`config.mk`:
```
export PLATFORM = sky130hd
export DESIGN_NAME = gyro_heading_pid_core_flat
export DESIGN_NICKNAME = d
export VERILOG_FILES = /design/src/hw/rtl/ghp_pkg.sv /design/src/hw/rtl/ghp_ifs.sv /design/src/hw/rtl/gyro_heading_pid_core.sv /design/src/flat_wrapper.sv
export SDC_FILE = /design/constraint.sdc
export NUM_CORES = 2
export LEC_CHECK = 0
export BUFFER_PORTS_ARGS = -buffer_cell sky130_fd_sc_hd__buf_4
export CAP_MARGIN = 20
export CORE_MARGIN = 2
export CORE_UTILIZATION = 30
export CTS_CLUSTER_SIZE = 28
export DETAILED_ROUTE_END_ITERATION = 10
export PLACE_DENSITY = 0.47
export SYNTH_ARGS = -nofsm -noshare
export SYNTH_HDL_FRONTEND = slang
export SYNTH_SLANG_ARGS = --single-unit
```
`constraint.sdc`:
```
create_clock -name clk -period 48.7 [get_ports clk]
set_input_delay 7.305 -clock clk [delete_from_list [all_inputs] [get_ports clk]]
set_output_delay 7.305 -clock clk [all_outputs]
set_load 0.02 [all_outputs]
```
`src/hw/rtl/ghp_pkg.sv`:
```
`timescale 1ns / 1ps
`default_nettype none
// ----------------------------------------------------------------------------
// Gyro heading PID package
// Shared types, register codes, reset values, saturation and magnitude helpers.
// ----------------------------------------------------------------------------
package ghp_pkg;

  localparam int ANGLE_W = 32;
  localparam int RATE_W  = 16;
  localparam int GAIN_W  = 8;
  localparam int LIM_W   = 31;
  localparam int IDX_W   = 3;
  localparam int WIDE_W  = 48;

  typedef logic signed [ANGLE_W-1:0] q16_t;
  typedef logic signed [RATE_W-1:0]  rate_t;
  typedef logic [GAIN_W-1:0]         gain_t;
  typedef logic [LIM_W-1:0]          lim_t;
  typedef logic signed [WIDE_W-1:0]  wide_t;

  typedef enum logic [1:0] {
    FUNC_SAMPLE = 2'd0,
    FUNC_SET    = 2'd1,
    FUNC_TURN   = 2'd2,
    FUNC_HOLD   = 2'd3
  } func_t;

  typedef enum logic [IDX_W-1:0] {
    REG_ENABLE        = 3'd0,
    REG_ANGLE_GAIN    = 3'd1,
    REG_GAIN_P        = 3'd2,
    REG_GAIN_I        = 3'd3,
    REG_GAIN_D        = 3'd4,
    REG_TURN_LIMIT    = 3'd5,
    REG_WINDUP_LIMIT  = 3'd6,
    REG_HOLD_DEADBAND = 3'd7
  } reg_idx_t;

  typedef struct packed {
    logic         enable;
    logic [31:0]  angle_gain;
    gain_t        gain_p;
    gain_t        gain_i;
    gain_t        gain_d;
    lim_t         turn_limit;
    lim_t         windup_limit;
    lim_t         hold_deadband;
  } cfg_regs_t;

  localparam logic [31:0] ANGLE_GAIN_RST    = 32'd261888;
  localparam gain_t       GAIN_P_RST        = 8'd10;
  localparam gain_t       GAIN_I_RST        = 8'd5;
  localparam gain_t       GAIN_D_RST        = 8'd30;
  localparam lim_t        TURN_LIMIT_RST    = 31'd13107200;
  localparam lim_t        WINDUP_LIMIT_RST  = 31'd655360;
  localparam lim_t        HOLD_DEADBAND_RST = 31'd6554;

  localparam logic [32:0] ONE_DEGREE = 33'd65536;

  localparam wide_t SAT_MAX = 48'sd2147483647;
  localparam wide_t SAT_MIN = -48'sd2147483648;

  function automatic q16_t sat32(input wide_t v);
    q16_t r;
    if (v > SAT_MAX) begin
      r = 32'sh7fffffff;
    end else if (v < SAT_MIN) begin
      r = 32'sh80000000;
    end else begin
      r = v[31:0];
    end
    return r;
  endfunction

  function automatic logic [32:0] mag33(input q16_t v);
    logic [32:0] ext;
    ext = {v[31], v};
    return v[31] ? (33'd0 - ext) : ext;
  endfunction

endpackage
`default_nettype wire

```
`src/hw/rtl/ghp_ifs.sv`:
```
`timescale 1ns / 1ps
`default_nettype none
// ----------------------------------------------------------------------------
// Gyro heading PID channels
// Command, result and register write channels with valid/ready handshake.
// ----------------------------------------------------------------------------
interface ghp_cmd_if;
  import ghp_pkg::*;
  logic  valid;
  logic  ready;
  func_t func;
  rate_t raw_rate;
  q16_t  angle;
  modport source (output valid, func, raw_rate, angle, input ready);
  modport sink   (input valid, func, raw_rate, angle, output ready);
endinterface

interface ghp_res_if;
  import ghp_pkg::*;
  logic  valid;
  logic  ready;
  q16_t  heading;
  rate_t rate;
  q16_t  drive;
  logic  drive_valid;
  modport source (output valid, heading, rate, drive, drive_valid, input ready);
  modport sink   (input valid, heading, rate, drive, drive_valid, output ready);
endinterface

interface ghp_cfg_if;
  import ghp_pkg::*;
  logic        valid;
  logic        ready;
  reg_idx_t    index;
  logic [31:0] data;
  modport source (output valid, index, data, input ready);
  modport sink   (input valid, index, data, output ready);
endinterface
`default_nettype wire

```
`src/hw/rtl/gyro_heading_pid_core.sv`:
```
`timescale 1ns / 1ps
`default_nettype none
// ----------------------------------------------------------------------------
// Gyro heading PID core
// Heading integration from gyro rate words, heading set, and turn and hold control steps.
//
// Channels: cmd carries one command word (func, raw_rate, angle); res returns
// exactly one result word (heading, rate, drive, drive_valid) per command;
// cfg writes one register per word and is always ready.
// A command word is captured in an input register, evaluated
// combinationally against the tracker state, and lands in the result
// register. One word per cycle is sustained while res is ready; the
// combinational state update (average, multiply, saturate) bounds it.
// When res is stalled, the input register keeps one more word and cmd.ready
// drops once both registers are full; nothing is lost or reordered.
// Reset clears the tracker state, empties both registers and loads the
// register defaults (control disabled).
// ----------------------------------------------------------------------------
module gyro_heading_pid_core (
  input  wire       clk,
  input  wire       rst,
  ghp_cmd_if.sink   cmd,
  ghp_res_if.source res,
  ghp_cfg_if.sink   cfg
);
  import ghp_pkg::*;

  cfg_regs_t regs;

  logic  in_valid;
  func_t in_func;
  rate_t in_raw;
  q16_t  in_angle;

  rate_t filtered_rate;
  q16_t  heading_acc;
  q16_t  error_sum;
  q16_t  previous_error;

  rate_t filtered_rate_next;
  q16_t  heading_acc_next;
  q16_t  error_sum_next;
  q16_t  previous_error_next;
  q16_t  drive_next;
  logic  drive_valid_next;

  logic  out_valid;
  q16_t  out_heading;
  rate_t out_rate;
  q16_t  out_drive;
  logic  out_drive_valid;

  logic  advance;

  assign advance   = in_valid && (!out_valid || res.ready);
  assign cmd.ready = !in_valid || advance;
  assign cfg.ready = 1'b1;

  // register file
  always_ff @(posedge clk) begin
    if (rst) begin
      regs.enable        <= 1'b0;
      regs.angle_gain    <= ANGLE_GAIN_RST;
      regs.gain_p        <= GAIN_P_RST;
      regs.gain_i        <= GAIN_I_RST;
      regs.gain_d        <= GAIN_D_RST;
      regs.turn_limit    <= TURN_LIMIT_RST;
      regs.windup_limit  <= WINDUP_LIMIT_RST;
      regs.hold_deadband <= HOLD_DEADBAND_RST;
    end else if (cfg.valid) begin
      unique case (cfg.index)
        REG_ENABLE:        regs.enable        <= cfg.data[0];
        REG_ANGLE_GAIN:    regs.angle_gain    <= cfg.data;
        REG_GAIN_P:        regs.gain_p        <= cfg.data[GAIN_W-1:0];
        REG_GAIN_I:        regs.gain_i        <= cfg.data[GAIN_W-1:0];
        REG_GAIN_D:        regs.gain_d        <= cfg.data[GAIN_W-1:0];
        REG_TURN_LIMIT:    regs.turn_limit    <= cfg.data[LIM_W-1:0];
        REG_WINDUP_LIMIT:  regs.windup_limit  <= cfg.data[LIM_W-1:0];
        REG_HOLD_DEADBAND: regs.hold_deadband <= cfg.data[LIM_W-1:0];
        default: ;
      endcase
    end
  end

  // input register
  always_ff @(posedge clk) begin
    if (rst) begin
      in_valid <= 1'b0;
    end else if (cmd.ready) begin
      in_valid <= cmd.valid;
    end
  end

  always_ff @(posedge clk) begin
    if (cmd.valid && cmd.ready) begin
      in_func  <= cmd.func;
      in_raw   <= cmd.raw_rate;
      in_angle <= cmd.angle;
    end
  end

  // single-pass update
  always_comb begin
    logic signed [16:0] rate_sum;
    logic signed [16:0] rate_half;
    logic signed [48:0] rate_prod;
    logic signed [48:0] rate_bias;
    logic signed [32:0] delta;
    q16_t               hdg_sample;
    q16_t               err;
    logic [32:0]        err_mag;
    logic signed [40:0] p_prod;
    logic signed [40:0] i_prod;
    logic signed [40:0] d_prod;
    q16_t               p_term;
    q16_t               i_term;
    q16_t               d_term;
    q16_t               diff;
    q16_t               es_acc;
    logic               windup_ok;
    q16_t               turn_sum;
    q16_t               lim;
    q16_t               es_int;

    rate_sum  = 17'(in_raw) + 17'(filtered_rate);
    rate_half = (rate_sum + (rate_sum[16] ? 17'sd1 : 17'sd0)) >>> 1;
    rate_prod = $signed(rate_half[15:0]) * $signed({1'b0, regs.angle_gain});
    rate_bias = rate_prod + (rate_prod[48] ? 49'sd65535 : 49'sd0);
    delta     = 33'(rate_bias >>> 16);
    hdg_sample = sat32(wide_t'(heading_acc) - wide_t'(delta));

    if (in_func == FUNC_TURN) begin
      err = sat32(wide_t'(in_angle) - wide_t'(heading_acc));
    end else begin
      err = sat32(-wide_t'(heading_acc));
    end
    err_mag = mag33(err);

    p_prod = err * $signed({1'b0, regs.gain_p});
    p_term = sat32(wide_t'(p_prod));

    diff   = sat32(wide_t'(err) - wide_t'(previous_error));
    d_prod = diff * $signed({1'b0, regs.gain_d});
    d_term = sat32(wide_t'(d_prod));

    windup_ok = mag33(error_sum) < {2'b00, regs.windup_limit};
    es_acc    = sat32(wide_t'(error_sum) + wide_t'(err));
    i_prod    = es_acc * $signed({1'b0, regs.gain_i});
    i_term    = windup_ok ? sat32(wide_t'(i_prod)) : '0;
    es_int    = windup_ok ? es_acc : error_sum;

    lim      = $signed({1'b0, regs.turn_limit});
    turn_sum = sat32(wide_t'(p_term) + wide_t'(i_term));

    filtered_rate_next  = filtered_rate;
    heading_acc_next    = heading_acc;
    error_sum_next      = error_sum;
    previous_error_next = previous_error;
    drive_next          = '0;
    drive_valid_next    = 1'b0;

    if (regs.enable) begin
      case (in_func)
        FUNC_SAMPLE: begin
          filtered_rate_next = rate_half[15:0];
          heading_acc_next   = hdg_sample;
        end
        FUNC_SET: begin
          heading_acc_next = in_angle;
        end
        FUNC_TURN: begin
          drive_valid_next = 1'b1;
          if (err_mag >= ONE_DEGREE) begin
            error_sum_next = es_int;
            if (turn_sum > lim) begin
              drive_next = lim;
            end else if (turn_sum < -lim) begin
              drive_next = -lim;
            end else begin
              drive_next = turn_sum;
            end
          end else begin
            error_sum_next = '0;
          end
        end
        default: begin
          drive_valid_next    = 1'b1;
          previous_error_next = err;
          if (err_mag > {2'b00, regs.hold_deadband}) begin
            error_sum_next = es_int;
            drive_next = sat32(wide_t'(p_term) + wide_t'(i_term) + wide_t'(d_term));
          end else begin
            error_sum_next = '0;
          end
        end
      endcase
    end
  end

  // tracker state
  always_ff @(posedge clk) begin
    if (rst) begin
      filtered_rate  <= '0;
      heading_acc    <= '0;
      error_sum      <= '0;
      previous_error <= '0;
    end else if (advance) begin
      filtered_rate  <= filtered_rate_next;
      heading_acc    <= heading_acc_next;
      error_sum      <= error_sum_next;
      previous_error <= previous_error_next;
    end
  end

  // result register
  always_ff @(posedge clk) begin
    if (rst) begin
      out_valid <= 1'b0;
    end else if (advance) begin
      out_valid <= 1'b1;
    end else if (res.ready) begin
      out_valid <= 1'b0;
    end
  end

  always_ff @(posedge clk) begin
    if (advance) begin
      out_heading     <= heading_acc_next;
      out_rate        <= filtered_rate_next;
      out_drive       <= drive_next;
      out_drive_valid <= drive_valid_next;
    end
  end

  assign res.valid       = out_valid;
  assign res.heading     = out_heading;
  assign res.rate        = out_rate;
  assign res.drive       = out_drive;
  assign res.drive_valid = out_drive_valid;

endmodule
`default_nettype wire
```
`src/flat_wrapper.sv`:
```
// flat-port wrapper written by rule: the top's interface ports become plain ports
module gyro_heading_pid_core_flat import ghp_pkg::*;
  (clk, rst, cmd_valid, cmd_func, cmd_raw_rate, cmd_angle, cmd_ready, res_valid, res_heading, res_rate, res_drive, res_drive_valid, res_ready, cfg_valid, cfg_index, cfg_data, cfg_ready);
  ghp_cmd_if cmd_i ();
  ghp_res_if res_i ();
  ghp_cfg_if cfg_i ();
  input  wire clk;
  input  wire rst;
  input wire logic [$bits(cmd_i.valid)-1:0] cmd_valid;
  input wire logic [$bits(cmd_i.func)-1:0] cmd_func;
  input wire logic [$bits(cmd_i.raw_rate)-1:0] cmd_raw_rate;
  input wire logic [$bits(cmd_i.angle)-1:0] cmd_angle;
  output wire logic [$bits(cmd_i.ready)-1:0] cmd_ready;
  output wire logic [$bits(res_i.valid)-1:0] res_valid;
  output wire logic [$bits(res_i.heading)-1:0] res_heading;
  output wire logic [$bits(res_i.rate)-1:0] res_rate;
  output wire logic [$bits(res_i.drive)-1:0] res_drive;
  output wire logic [$bits(res_i.drive_valid)-1:0] res_drive_valid;
  input wire logic [$bits(res_i.ready)-1:0] res_ready;
  input wire logic [$bits(cfg_i.valid)-1:0] cfg_valid;
  input wire logic [$bits(cfg_i.index)-1:0] cfg_index;
  input wire logic [$bits(cfg_i.data)-1:0] cfg_data;
  output wire logic [$bits(cfg_i.ready)-1:0] cfg_ready;
  assign cmd_i.valid = cmd_valid;
  assign cmd_i.func = cmd_func;
  assign cmd_i.raw_rate = cmd_raw_rate;
  assign cmd_i.angle = cmd_angle;
  assign cmd_ready = cmd_i.ready;
  assign res_valid = res_i.valid;
  assign res_heading = res_i.heading;
  assign res_rate = res_i.rate;
  assign res_drive = res_i.drive;
  assign res_drive_valid = res_i.drive_valid;
  assign res_i.ready = res_ready;
  assign cfg_i.valid = cfg_valid;
  assign cfg_i.index = cfg_index;
  assign cfg_i.data = cfg_data;
  assign cfg_ready = cfg_i.ready;
  gyro_heading_pid_core u_core (.clk(clk), .rst(rst), .cmd(cmd_i), .res(res_i), .cfg(cfg_i));
endmodule
```
==> flow_summary.yaml <==
outcome:
  status: "complete, no violations"
synthesis:
  synthesis.instances: 9505
  yosys_warnings: 0
  synthMuxAreaShare: 0.00421
  yosysTopAreaCellShare: 0.262
  synth-simple-area-share: 0.183
  ys_dominant_reg_cell: "dfxtp_1"
  seq_area_frac_synth: 0.118
  synthXorXnorAreaFrac: 0.0542
  synth_top_area_cell: "fa_1"
  synth_compound_area_frac: 0.161
  synth_adder_area_share: 0.387
  ys_ff_latch: 395
  synth_top_family_by_area: "adder cells"
  synthArstFlopShare: 0
  synth_cell_types: 107
  synthesis.nets: 11400
  synth_area_leaders: "fa_1 26%, ha_1 12%, inv_1 7.2%"
  synth-edff-count: 131
  syn_area_um2: 77900
  syn_area_per_cell_um2: 8.19
clocking:
  root_buffer: "clkbuf_16"
  postCtsSetupBuffers: 0
  cts.sinks: 395
  cts_resized: 0
  clk_pin_slew_ns: 0.06
  cts_buffers: 55
  htree_num_levels: 2
  clkLatencyLatePin_ns: 0.71
  hold_buffers: 0
  ctsLongestPathBuffers: 3
  cts_tree: "done"
setup_path:
  worstPathRequired_ns: 49.14
  cp-end-kind: "flip-flop"
  start_kind: "flip-flop"
  worstPathMaxFanout: 31
  worstReg2RegStart: "u_core.heading_acc[4]"
  cpPeakStageDelay_ns: 0.75
  crit_slowest_cell: "a2111oi_0"
  crit_type: "flip-flop to flip-flop"
  crit_arrival_ns: 25.49
  cp-startpoint: "u_core.heading_acc[4]"
place:
  gp_congestion: 0.938
  io_buffers: 172
  hpwl_um: 229000
cells_and_area:
  nFillCells: 27200
  final_cell_mix: "1497 x inv_1, 1166 x nand2_1, 1019 x fa_1"
  syn_to_final_growth_pct: 9.80
  mostFrequentLayoutCell: "inv_1"
  nets: 11300
  layout-drive-gt1-share: 0.0662
sta:
  maxSlewViolCount: 0
  worst_pin_slew_ns: 1.31
  slew_headroom: 0.128
  skew_ns: 0.0455
  final.min_clock_period_ns: 25.04
  max_freq_mhz: 39.9
  hold_violations: 0
  finalCritPeriodShare: 0.514
  setup_viol: 0
  rsz0062_at_grt: "no"
  tns_ns: 0
global_routing:
  grt_pass1_wl_um: 438000
  grt_max_degree: 93
  grt_usage: 0.218
  antenna_found_initial: 15
  grt_pass1_vias: 68100
  gr-total-overflow: 0
detailed_routing:
  first_pass_iters: 7
  met3WireLength_um: 15400
  avgRoutedWirePerCell_um: 22.4
  ant_nets: 0
  drc: 0
  top_layer_used: "met5"
  viasPerCell: 5.21
  wl_met1_um: 133000
  drt_iter0_markers: 5119
  finalWirelength_um: 289000
  met2_length_um: 133000
  route.vias.total: 67400
die:
  boundaryPins: 174
  core-area_um2: 259000
  die_height_um: 514
  die_area_um2: 264000
  placementRows: 187
  fp.dieW_um: 514
  start_util: 0.301
flow_run:
  drv_cap: 0
min_path:
  min-delay-start: "u_core.previous_error[21]"
  worstHoldPathType: "flip-flop to flip-flop"
layer usage:
layer | vias to the layer above | global-route usage
met4 | 2 | 0.0565
met2 | 1845 | 0.355
li1 | 31100 | -
met3 | 298 | 0.0233
met5 | - | 0
met1 | 34200 | 0.305
Yosys cell counts, types with 33 or more instances:
cell type and instances:
inv_1 1498, nand2_1 1166, fa_1 1019, ha_1 754, a21oi_1 611, o21ai_0 431
and2_1 429, nor2_1 410, clkbuf_1 385, xnor2_1 345, dfxtp_1 264, a21o_1 237
nor2b_1 164, nor3_1 139, xor2_1 137, edfxtp_1 131, nand2b_1 123, nand3_1 121
o21a_1 101, and3_1 72, nand4_1 63, a211oi_1 61, or2_2 57, o21bai_1 56
a31oi_1 53, or3_1 49, o211ai_1 35, o221ai_1 33, o22ai_1 33
stage by stage:
step           worst slack, ns  cell area, um2  std cells  hold slack, ns  utilization
2_1_floorplan            27.26           77900       9505           0.433            -
3_3_place_gp             24.55           83400      12800           0.441        0.322
3_5_place_dp             24.10           83400      12800           0.447        0.322
4_1_cts                  23.95           85400      12900           0.455        0.330
5_1_grt                  21.90           85500      12900           0.471        0.330
6_report                 23.66           85500      12900           0.453        0.330
cells by family after synthesis:
family                     Yosys count
and+or+nand+nor                   2912
xor gates and xnor gates           482
buffers and inverters             1916
DFF                                395
adders and majority gates         1801
AOI/OAI and AO/OA                 1967
muxes                               31
other                                1
critical path, delay by kind of cell (launching register included):
kind | cells | cell delay (ns)
DFF | 1 | 0.46
and+or+nand+nor | 14 | 3.99
buffers and inverters | 8 | 1.84
adders and majority gates | 9 | 3.55
AOI/OAI and AO/OA | 52 | 14.27
xor gates and xnor gates | 3 | 0.62
path summary, 6_finish.rpt:
kind,end,slack (ns),depth (start not counted)
worst min register to register,u_core.previous_error[21],0.45,2
worst min-delay path,u_core.previous_error[21],0.45,2
worst max-delay path,u_core.res.drive[20],23.66,86
worst max register to register,u_core.res.drive[20],23.66,86
registers in the layout (all words and copies together) (netlist names):
name	count
u_core.previous_error	32
u_core.res.drive_valid	1
u_core.filtered_rate	16
u_core.res.drive	32
u_core.in_raw	16
u_core.res.heading	32
u_core.in_valid	1
u_core.in_func	2
u_core.regs	150
u_core.error_sum	32
u_core.in_angle	32
u_core.res.rate	16
u_core.heading_acc	32
u_core.res.valid	1
area by class of cell:
type | count | area [um2] | area share
diodes | 6 | 15.0 | 0.000176
clock buffers | 75 | 1630 | 0.0190
clock inverters | 29 | 409 | 0.00478
inverters | 1500 | 5630 | 0.0659
multi-input cells | 7194 | 61800 | 0.722
flip-flops and latches | 395 | 9220 | 0.108
well taps | 3402 | 4260 | 0.0498
repair buffers | 340 | 2580 | 0.0302
Power is not shown: default switching activity piles up to over one toggle a cycle in this logic, so the estimate is an artifact.
